$ cat config.mk
export PLATFORM = sky130hd
export DESIGN_NAME = supply_to_demand_allocator
export DESIGN_NICKNAME = d
export VERILOG_FILES = /design/src/hdl/sda_pkg.sv /design/src/hdl/sda_cell.sv /design/src/hdl/sda_div.sv /design/src/hdl/supply_to_demand_allocator.sv
export SDC_FILE = /design/constraint.sdc
export NUM_CORES = 2
export LEC_CHECK = 0
export BUFFER_PORTS_ARGS = -buffer_cell sky130_fd_sc_hd__buf_2
export CAP_MARGIN = 20
export CORE_AREA = 2 2 499 501
export DETAILED_ROUTE_END_ITERATION = 7
export DIE_AREA = 0 0 501 503
export GPL_TIMING_DRIVEN = 0
export PLACE_DENSITY = 0.42
export SYNTH_ARGS = -nofsm -noshare
export SYNTH_HDL_FRONTEND = slang
export SYNTH_SLANG_ARGS = --single-unit
$ cat constraint.sdc
create_clock -name clk -period 15.8 [get_ports clk]
set_input_delay 1.58 -clock clk [delete_from_list [all_inputs] [get_ports clk]]
set_output_delay 1.58 -clock clk [all_outputs]
set_load 0.02 [all_outputs]
$ cat src/hdl/sda_pkg.sv
// sda_pkg: shared types and constants for the supply to demand allocator
// holds transaction structs, cell control struct and error codes; no dependencies
package sda_pkg;

  localparam int PORT_LIMIT = 16;
  localparam int MAX_PASSES = 1000;

  localparam logic [1:0] ERR_OK        = 2'd0;
  localparam logic [1:0] ERR_EXCESS    = 2'd1;
  localparam logic [1:0] ERR_PASSES    = 2'd2;
  localparam logic [1:0] ERR_TOO_MANY  = 2'd3;

  localparam logic CFG_STRATEGY  = 1'b0;
  localparam logic CFG_TOLERANCE = 1'b1;

  typedef struct packed {
    logic [31:0] request;
    logic [31:0] supply;
    logic        is_last;
  } in_item_t;

  typedef struct packed {
    logic [3:0]  port_index;
    logic [31:0] granted;
    logic [1:0]  error_code;
    logic        last_result;
  } out_item_t;

  typedef struct packed {
    logic load;
    logic clear;
    logic shift;
  } cell_ctl_t;

endpackage

$ cat src/hdl/sda_cell.sv
// sda_cell: one demand slot of the rotating chain, holds request and grant
// depends on sda_pkg for the cell control struct
module sda_cell import sda_pkg::*; (
  input  logic        clk,
  input  cell_ctl_t   ctl,
  input  logic [31:0] load_req,
  input  logic [31:0] nxt_req,
  input  logic [31:0] nxt_grant,
  output logic [31:0] req,
  output logic [31:0] grant
);

  // load a new demand, clear grants at batch start, or take the neighbor's slot
  always_ff @(posedge clk) begin
    if (ctl.load) begin
      req   <= load_req;
      grant <= '0;
    end else if (ctl.clear) begin
      grant <= '0;
    end else if (ctl.shift) begin
      req   <= nxt_req;
      grant <= nxt_grant;
    end
  end

endmodule

$ cat src/hdl/sda_div.sv
// sda_div: restoring divider, one quotient bit per cycle, 32 by 5 bits
// imports sda_pkg; no other dependencies
module sda_div import sda_pkg::*; (
  input  logic        clk,
  input  logic        rst,
  input  logic        start,
  input  logic [31:0] dividend,
  input  logic [4:0]  divisor,
  output logic        done,
  output logic [31:0] quotient
);

  logic        busy;
  logic [4:0]  count;
  logic [5:0]  part;
  logic [4:0]  dvs;
  logic [5:0]  trial;
  logic [5:0]  part_next;

  // shift in next dividend bit and try a subtract
  assign trial     = {part[4:0], quotient[31]};
  assign part_next = (trial >= {1'b0, dvs}) ? trial - {1'b0, dvs} : trial;

  always_ff @(posedge clk) begin
    if (rst) begin
      busy <= 1'b0;
      done <= 1'b0;
    end else begin
      done <= 1'b0;
      if (start) begin
        busy <= 1'b1;
        count <= '0;
        part <= '0;
        dvs <= divisor;
        quotient <= dividend;
      end else if (busy) begin
        part <= part_next;
        quotient <= {quotient[30:0], trial >= {1'b0, dvs}};
        count <= count + 5'd1;
        if (count == 5'd31) begin
          busy <= 1'b0;
          done <= 1'b1;
        end
      end
    end
  end

endmodule

$ cat src/hdl/supply_to_demand_allocator.sv
// supply_to_demand_allocator: top level, controller around a chain of 16 demand cells
// depends on sda_pkg, sda_cell and sda_div
//
//  channel | direction | handshake          | payload
//  in      | input     | in_valid/in_ready  | in_item_t (request, supply, is_last)
//  out     | output    | out_valid/out_ready| out_item_t (port_index, granted, ...)
//  cfg     | input     | cfg_write          | cfg_index, cfg_data
//
// a demand transaction loads when accepted; the last one starts the allocation
// greedy mode rotates the chain once, one cell at the head per cycle
// even mode: each pass runs the divider, then rotates the chain once, up to 1000 passes
// results leave from the head cell as the chain rotates once, holding on output stalls
// reset is synchronous; inputs are refused from the last demand until the batch is out
module supply_to_demand_allocator import sda_pkg::*; (
  input  logic      clk,
  input  logic      rst,
  input  logic      in_valid,
  output logic      in_ready,
  input  in_item_t  in_data,
  output logic      out_valid,
  input  logic      out_ready,
  output out_item_t out_data,
  input  logic      cfg_write,
  input  logic      cfg_index,
  input  logic [15:0] cfg_data
);

  localparam logic [2:0] S_LOAD   = 3'd0;
  localparam logic [2:0] S_GREEDY = 3'd1;
  localparam logic [2:0] S_CHECK  = 3'd2;
  localparam logic [2:0] S_LOOP   = 3'd3;
  localparam logic [2:0] S_DIV    = 3'd4;
  localparam logic [2:0] S_PASS   = 3'd5;
  localparam logic [2:0] S_EMIT   = 3'd6;

  logic [2:0]  state;
  logic        strategy;
  logic [15:0] tolerance;
  logic [4:0]  port_count;
  logic        overflow;
  logic [35:0] total_request;
  logic [31:0] remaining;
  logic [4:0]  n;
  logic [4:0]  live_count;
  logic [9:0]  pass_count;
  logic [3:0]  idx;
  logic [1:0]  err;
  logic [31:0] share;

  logic [31:0] req   [PORT_LIMIT];
  logic [31:0] grant [PORT_LIMIT];
  cell_ctl_t   ctl   [PORT_LIMIT];
  logic [31:0] head_grant;

  logic        accept;
  logic        div_start;
  logic        div_done;
  logic [31:0] div_q;
  logic        head_live;
  logic        rotate;
  logic [32:0] sum;
  logic [31:0] greedy_g;

  assign in_ready  = (state == S_LOAD);
  assign accept    = in_valid && in_ready;
  assign head_live = ({1'b0, idx} < n);

  // configuration registers
  always_ff @(posedge clk) begin
    if (rst) begin
      strategy  <= 1'b0;
      tolerance <= 16'd1;
    end else if (cfg_write) begin
      unique case (cfg_index)
        CFG_STRATEGY:  strategy  <= cfg_data[0];
        CFG_TOLERANCE: tolerance <= cfg_data;
        default: ;
      endcase
    end
  end

  // head cell arithmetic for greedy and water-filling
  assign greedy_g = (req[0] >= remaining) ? remaining : req[0];
  assign sum      = {1'b0, grant[0]} + {1'b0, share};

  always_comb begin
    head_grant = grant[0];
    if (head_live && state == S_GREEDY) begin
      head_grant = greedy_g;
    end else if (head_live && state == S_PASS) begin
      head_grant = (sum > {1'b0, req[0]}) ? req[0] : sum[31:0];
    end
  end

  assign rotate = (state == S_GREEDY) || (state == S_PASS) ||
                  (state == S_EMIT && (!head_live || out_ready));

  // chain of demand cells, cell k takes from cell k+1, the tail from the head
  for (genvar k = 0; k < PORT_LIMIT; k++) begin : g_cell
    always_comb begin
      ctl[k].load  = accept && !overflow && (port_count == 5'(k));
      ctl[k].clear = accept && in_data.is_last;
      ctl[k].shift = rotate;
    end
    if (k == PORT_LIMIT - 1) begin : g_tail
      sda_cell u_cell (
        .clk(clk), .ctl(ctl[k]), .load_req(in_data.request),
        .nxt_req(req[0]), .nxt_grant(head_grant),
        .req(req[k]), .grant(grant[k])
      );
    end else begin : g_body
      sda_cell u_cell (
        .clk(clk), .ctl(ctl[k]), .load_req(in_data.request),
        .nxt_req(req[k+1]), .nxt_grant(grant[k+1]),
        .req(req[k]), .grant(grant[k])
      );
    end
  end

  sda_div u_div (
    .clk(clk), .rst(rst), .start(div_start), .dividend(remaining),
    .divisor(live_count), .done(div_done), .quotient(div_q)
  );

  assign div_start = (state == S_LOOP) && (live_count != '0) &&
                     ({4'd0, remaining} > {20'd0, tolerance}) &&
                     (pass_count < 10'(MAX_PASSES));

  // sequencer
  always_ff @(posedge clk) begin
    if (rst) begin
      state <= S_LOAD;
      port_count <= '0;
      overflow <= 1'b0;
      total_request <= '0;
      remaining <= '0;
      live_count <= '0;
      pass_count <= '0;
      idx <= '0;
      err <= ERR_OK;
      n <= '0;
    end else begin
      unique case (state)
        S_LOAD: begin
          if (accept) begin
            if (!overflow && port_count < 5'(PORT_LIMIT)) begin
              port_count <= port_count + 5'd1;
              total_request <= total_request + {4'd0, in_data.request};
            end else begin
              overflow <= 1'b1;
            end
            if (in_data.is_last) begin
              remaining <= in_data.supply;
              idx <= '0;
              pass_count <= '0;
              if (overflow || port_count >= 5'(PORT_LIMIT)) begin
                n <= 5'(PORT_LIMIT);
                err <= ERR_TOO_MANY;
                state <= S_EMIT;
              end else begin
                n <= port_count + 5'd1;
                live_count <= port_count + 5'd1;
                err <= ERR_OK;
                state <= strategy ? S_CHECK : S_GREEDY;
              end
            end
          end
        end
        S_GREEDY: begin
          if (head_live) remaining <= remaining - greedy_g;
          idx <= idx + 4'd1;
          if (idx == 4'd15) begin
            state <= S_EMIT;
            if ({4'd0, (head_live ? remaining - greedy_g : remaining)} >
                {20'd0, tolerance}) err <= ERR_EXCESS;
          end
        end
        S_CHECK: begin
          if ({4'd0, remaining} > total_request) begin
            err <= ERR_EXCESS;
            state <= S_EMIT;
          end else begin
            state <= S_LOOP;
          end
        end
        S_LOOP: begin
          if (live_count == '0 || {4'd0, remaining} <= {20'd0, tolerance}) begin
            state <= S_EMIT;
          end else if (pass_count >= 10'(MAX_PASSES)) begin
            err <= ERR_PASSES;
            state <= S_EMIT;
          end else begin
            pass_count <= pass_count + 10'd1;
            state <= S_DIV;
          end
        end
        S_DIV: begin
          if (div_done) begin
            share <= div_q;
            if (div_q == '0) begin
              state <= S_EMIT;
            end else begin
              live_count <= '0;
              idx <= '0;
              state <= S_PASS;
            end
          end
        end
        S_PASS: begin
          if (head_live) begin
            if (sum > {1'b0, req[0]}) begin
              remaining <= remaining - (req[0] - grant[0]);
            end else begin
              remaining <= remaining - share;
              if (sum < {1'b0, req[0]}) live_count <= live_count + 5'd1;
            end
          end
          idx <= idx + 4'd1;
          if (idx == 4'd15) state <= S_LOOP;
        end
        S_EMIT: begin
          if (rotate) begin
            idx <= idx + 4'd1;
            if (idx == 4'd15) begin
              state <= S_LOAD;
              port_count <= '0;
              overflow <= 1'b0;
              total_request <= '0;
            end
          end
        end
        default: state <= S_LOAD;
      endcase
    end
  end

  // result from the head cell
  assign out_valid = (state == S_EMIT) && head_live;
  always_comb begin
    out_data.port_index  = idx;
    out_data.granted     = (err != ERR_OK) ? '0 : grant[0];
    out_data.error_code  = err;
    out_data.last_result = ({1'b0, idx} == n - 5'd1);
  end

  a_no_overlap: assert property (@(posedge clk) disable iff (rst)
    out_valid |-> !in_ready) else $error("result shown while loading");
  a_pass_bound: assert property (@(posedge clk) disable iff (rst)
    pass_count <= 10'(MAX_PASSES)) else $error("pass count beyond limit");
  a_live_bound: assert property (@(posedge clk) disable iff (rst)
    (state == S_LOOP) |-> (live_count <= n)) else $error("live count above port count");
  a_last_once: assert property (@(posedge clk) disable iff (rst)
    (state == S_EMIT && rotate && idx == 4'd15) |=> (state == S_LOAD))
    else $error("batch did not close after final rotation");

endmodule
### Word level (Yosys, flattened, before mapping)

Cells that the tools add are included.

* register bits: 1225
* input bits: 87
* output and inout port bits: 41

* add/sub/neg operators: 13
* order comparisons: 13
* eq/ne operators: 59
* mux-type cells: 127
* bitwise gates (word level): 3
* reductions and logical operators: 111

Operators by type and width (number)
* 32-bit two-way mux: 60
* 36-bit two-way mux: 4
* 32-bit subtractor: 4
* 32-bit one-hot mux with 3 select lines: 1
* 5-bit two-way mux: 16
* 36-bit one-hot mux with 2 select lines: 1
* 32-bit by 16-bit greater-than comparator with 1-bit output: 2
* 2-bit by 1-bit != test with 1-bit output (second input constant): 25
* 5-bit by 4-bit == test with 1-bit output (second input constant): 8
* 10-bit two-way mux: 4
* 2-bit AND reduction: 20
* 2-bit nonzero test: 20
* 36-bit by 32-bit adder with 36-bit output: 1
* 32-bit by 36-bit greater-than comparator with 1-bit output: 1
* 2-bit OR reduction: 17
* 32-bit by 32-bit adder with 33-bit output: 1
* 33-bit by 32-bit greater-than comparator with 1-bit output: 1
* 33-bit by 32-bit less-than comparator with 1-bit output: 1
* 32-bit >= comparator: 1
* 32-bit by 16-bit <= comparator with 1-bit output: 1
* 32-bit zero test: 1
* 1-bit logical AND: 27
* 3-bit two-way mux: 9
* 2-bit two-way mux: 12
* 46 further kinds: 88

### Depth between registers and ports, before layout

* word-level depth: 8
* gate-level depth with buffers: 42
* gate-level depth less buffers: 36

### By module

From an unflattened synthesis, not the netlist that was laid out.

* cells, all modules: 5804
* area, all modules: 64008.9 um2

By module, submodules not included
* sda_cell: instances 16, cells an instance 175, area an instance 2541.2 um2, seq. area each 1601.5 um2
* supply_to_demand_allocator: instances 1, cells an instance 2857, area an instance 21105.2 um2, seq. area each 3363.2 um2
* sda_div: instances 1, cells an instance 147, area an instance 2244.7 um2, seq. area each 1451.4 um2

### Worst setup path after synthesis

Ideal clock, no wire load.

* kind: reg-to-reg
* start point: register remaining[6]
* end point: register err[1]
* arrival time: 7428 ps
* data required time: 15681 ps
* setup slack: 8254 ps
* stages on the path, launching flop included: 41
* path buffers: 6
* clock period less this slack: 7546 ps
* path through: dfxtp_1 > clkbuf_1 > inv_1 > ha_1 > and2_1 > a221oi_1 > o21ai_1 > a21o_1 > a21boi_4 > buf_1 > clkbuf_1 > clkbuf_1 > clkbuf_1 > o21ai_0 > ha_1 > fa_1 > nor2b_1 > o21ai_0 > [5 not listed] > nand2_1 > o211ai_1 > or3_1 > a21oi_1 > a21o_1 > ha_1 > nand4_1 > nor2_1 > a2111oi_0 > o211ai_1 > a31oi_1 > a41oi_1 > nor4_1 > and4_1 > nand4bb_1 > o41ai_2 > a21oi_1 > o221a_1

* word-level cells in the longest chain between the ends: 7
* elaborated cells between the ends (all ways): 12

Ends and longest elaborated chain
* start: declaration: line supply_to_demand_allocator.sv:42 `logic [31:0] remaining;`
* start signal: assignment: line supply_to_demand_allocator.sv:153 `remaining <= in_data.supply;`
* start signal: assignment: line supply_to_demand_allocator.sv:170 `if (head_live) remaining <= remaining - greedy_g;`
* start signal: assignment: line supply_to_demand_allocator.sv:212 `remaining <= remaining - (req[0] - grant[0]);`
* 32-bit >= comparator: line supply_to_demand_allocator.sv:83 `assign greedy_g = (req[0] >= remaining) ? remaining : req[0];`
* 32-bit two-way mux: line supply_to_demand_allocator.sv:83
* 32-bit subtractor: line supply_to_demand_allocator.sv:174 `if ({4'd0, (head_live ? remaining - greedy_g : remaining)} >`
* 32-bit two-way mux
* 32-bit by 16-bit greater-than comparator with 1-bit output: line supply_to_demand_allocator.sv:174
* 2-bit by 1-bit != test with 1-bit output (no source line)
* 8-bit AND reduction (no source line) *
* end signal: assignment: line supply_to_demand_allocator.sv:163 `err <= ERR_OK;`
* end signal: assignment: line supply_to_demand_allocator.sv:180 `err <= ERR_EXCESS;`
* end signal: assignment: line supply_to_demand_allocator.sv:190 `err <= ERR_PASSES;`
* end: declaration: line supply_to_demand_allocator.sv:47 `logic [1:0] err;`

Mark *: on every way between the ends. The rest lies on a longest branch, timed or not.
A chain may end at the register's enable or synchronous reset.

### Final worst setup path

Ends and elaborated chain as after synthesis.

==> results_dict.tcl <==
set metrics [dict create \
    outcome "finished clean" \
    io_buffers 126 \
    drive_gt1_share_pct 14.1 \
    synth_nets 6720 \
    timing.rr.end "err[1]" \
    num_vias 48600 \
    hold_path_end "g_cell[7].g_body.u_cell.grant[19]" \
    max_freq_ghz 0.0832 \
    postSynth.asyncResetShare_pct 0 \
    yosysWarnings 0 \
    cts-root-buf "clkbuf_16" \
    synthCells 6294 \
    max-slew-margin-rel_pct 16.8 \
    max_cap_violations 0 \
    die_h_um 503 \
    antenna_found_initial 24 \
    register_area_mm2 0.0304 \
    cts_made_buffers 147 \
    path_common_cell "clkbuf_1" \
    synth_area_leaders "edfxtp_1, dfxtp_1, mux2_2" \
    dr.pass1.iters 6 \
    worstPathMaxFanout 10 \
    required_ns 16.51 \
    fin_worst_skew_ns 0.0763 \
    area_growth_syn_to_layout_pct 16.9 \
    min_period_ns 12.02 \
    ir_drop_mv 0.110 \
    critPathArrivalTime_ns 12.74 \
    num-fill-cells 25900 \
    start_util_pct 24.9 \
    cts.sinks 1225 \
    cts_max_path_buffers 3 \
    rows 183 \
    ys_seq_area_share_pct 49.5 \
    worst_pin_slew_ns 1.24 \
    grt_overflow 0 \
    wl_um 235000 \
    syn_avg_cell_area_um2 9.77 \
    drc 0 \
    hp-start "g_cell[8].g_body.u_cell.grant[19]" \
    post_cts_buffers 0 \
    synth-edff-count 591 \
    tns_ns 0 \
    power_leakage_nw 26.6 \
    crit_type "flop to flop" \
    placed_area_mm2 0.0668 \
    timing.hold.ws_ns 0.447 \
    grt_pass1_vias 47900 \
    worst_setup_path_end_kind "flop" \
    grt_max_degree 33 \
    p_per_area_mw_per_mm2 214 \
    yosysTopAreaCell "edfxtp_1" \
    ctsHoldBuffers 0 \
    drt_iter0_markers 3707 \
    dp_cells 9688 \
    clkLatencyLatePin_ns 0.85 \
    yosys-top-cells-count "nand2_1, a21oi_1, dfxtp_1, edfxtp_1, mux2_2" \
    r2r_cells 37 \
    timing.final.crit_share_pct 76.1 \
    multi_input_area_mm2 0.0286 \
    rsz0062_at_grt "false" \
    grt_first_pass_wirelength_um 337000 \
    cts_resized 0 \
    ys.flop_type "dfxtp_1" \
    core_area_mm2 0.247 \
    synth-seq-cells 1225 \
    cts_tree "built" \
    viasPerCell 4.88 \
    min_path_cells 2 \
    maxSlewViolCount 0 \
    dp_hpwl_um 183000 \
    ant_nets 0 \
    hp-class "flop to flop" \
    synth_top_area_share_pct 28.9 \
    hold_violations 0 \
    fin_nets 7029 \
    fin_area_mm2 0.0719 \
    synth_area_mm2 0.0615 \
    setup_violations 0 \
    clk_pin_slew_ns 0.07 \
    crit_slowest_cell "clkbuf_1" \
    reg2reg_from "remaining[6]" \
    cpPeakStageDelay_ns 0.77 \
    grt_usage_pct 18.3 \
    r2r_slack_ns 3.78 \
    h-tree-depth 4 \
    yosysUniqueCellTypes 88 \
    fin_cells 9958 \
    design.portCount 128 \
    post-synth-top-count-cell "nand2_1" \
    die_w_um 501 \
    utilization_pct 29.1 \
    gp_congestion 0.974 \
    wl_per_cell_um 23.6 \
    fp.dieArea_mm2 0.252 \
    cp-start-kind "flop" \
]
## registers in the layout, indices dropped and copies added, names as in the netlist, 10 cells and up
signal                      cells
total_request                  36
remaining                      32
pass_count                     10
tolerance                      16
u_div.quotient                 32
g_cell.g_body.u_cell.req      480
g_cell.g_tail.u_cell.grant     32
share                          32
g_cell.g_tail.u_cell.req       32
g_cell.g_body.u_cell.grant    480
## where the power goes
group          switching [mW]  internal, mW  leakage, nW  total, mW
clock network            1.46          2.09         2.47       3.55
registers               0.688          4.24         10.6       4.93
logic                    4.65          2.28         13.5       6.93
total                    6.80          8.61         26.6       15.4
## how the worst max path moves through the flow
stage | from | end | cells after the start | slack, ns
after global placement | remaining[6] | err[1] | 38 | 4.14
final | remaining[6] | err[1] | 37 | 3.78
after floorplan | remaining[6] | err[1] | 40 | 8.25
after global routing | remaining[6] | err[1] | 38 | 3.34
after detailed placement | remaining[6] | err[1] | 38 | 4.16
after CTS | remaining[6] | err[1] | 38 | 4.11
## critical path: cells and delay by family (launching register included)
family / cells / cell delay, ns
AOI/OAI and AO/OA: 17 / 5.00
buffers and inverters: 7 / 3.73
and+or+nand+nor: 9 / 1.30
adders and majority gates: 3 / 1.09
DFF: 1 / 0.59
xor gates and xnor gates: 1 / 0.15
## metrics by stage
step / total power [mW] / setup slack (ns)
floorplan: 9.03 / 8.25
global placement: 11.7 / 4.14
detailed placement: 11.8 / 4.16
CTS: 15.4 / 4.11
global route: 16.3 / 3.34
finish: 15.4 / 3.78
## placed cells by master, fill, tap and decap left out, types with 40 or more instances in the layout
cell type,instances
nand3_1,64
inv_1,295
nand2_1,1240
edfxtp_1,591
mux2i_1,40
nor2_1,246
clkbuf_16,150
buf_2,133
nor2b_1,40
ha_1,303
o21ai_0,242
clkbuf_1,307
nor3_1,73
nand4_1,47
dfxtp_1,634
xor2_1,56
mux2_2,498
o211ai_1,51
a21o_1,111
buf_1,73
a211oi_1,46
a21oi_1,770
xnor2_1,93
nand2b_1,43
## routing by layer
layer	wire length, um	vias to the layer above	track usage, %
met5	105	-	0
met4	8550	16	6.70
li1	-	22900	-
met2	103000	1250	28.4
met3	13800	325	3.16
met1	110000	24100	25.3
## logic make-up (layout without fill, tap and decap cells)
kind of cell,Yosys count,in the layout,synth area share [%]
and+or+nand+nor,1885,1885,12.9
AOI/OAI and AO/OA,1495,1495,14.3
DFF,1225,1225,49.5
buffers and inverters,661,1086,4.04
muxes,538,538,9.77
adders and majority gates,341,341,7.37
xor gates and xnor gates,149,149,2.12
other,0,2,0
## final cells by class
class	instances	share of cell area (%)
Timing Repair Buffer	160	1.71
Buffer	362	1.90
Inverter	299	1.56
Tap cell	3237	5.64
Clock inverter	71	1.23
Sequential cell	1225	42.4
Multi-Input combinational cell	4408	39.9
Antenna cell	2	0.00696
Clock buffer	194	5.75
Power figures use the tool's default switching activity.
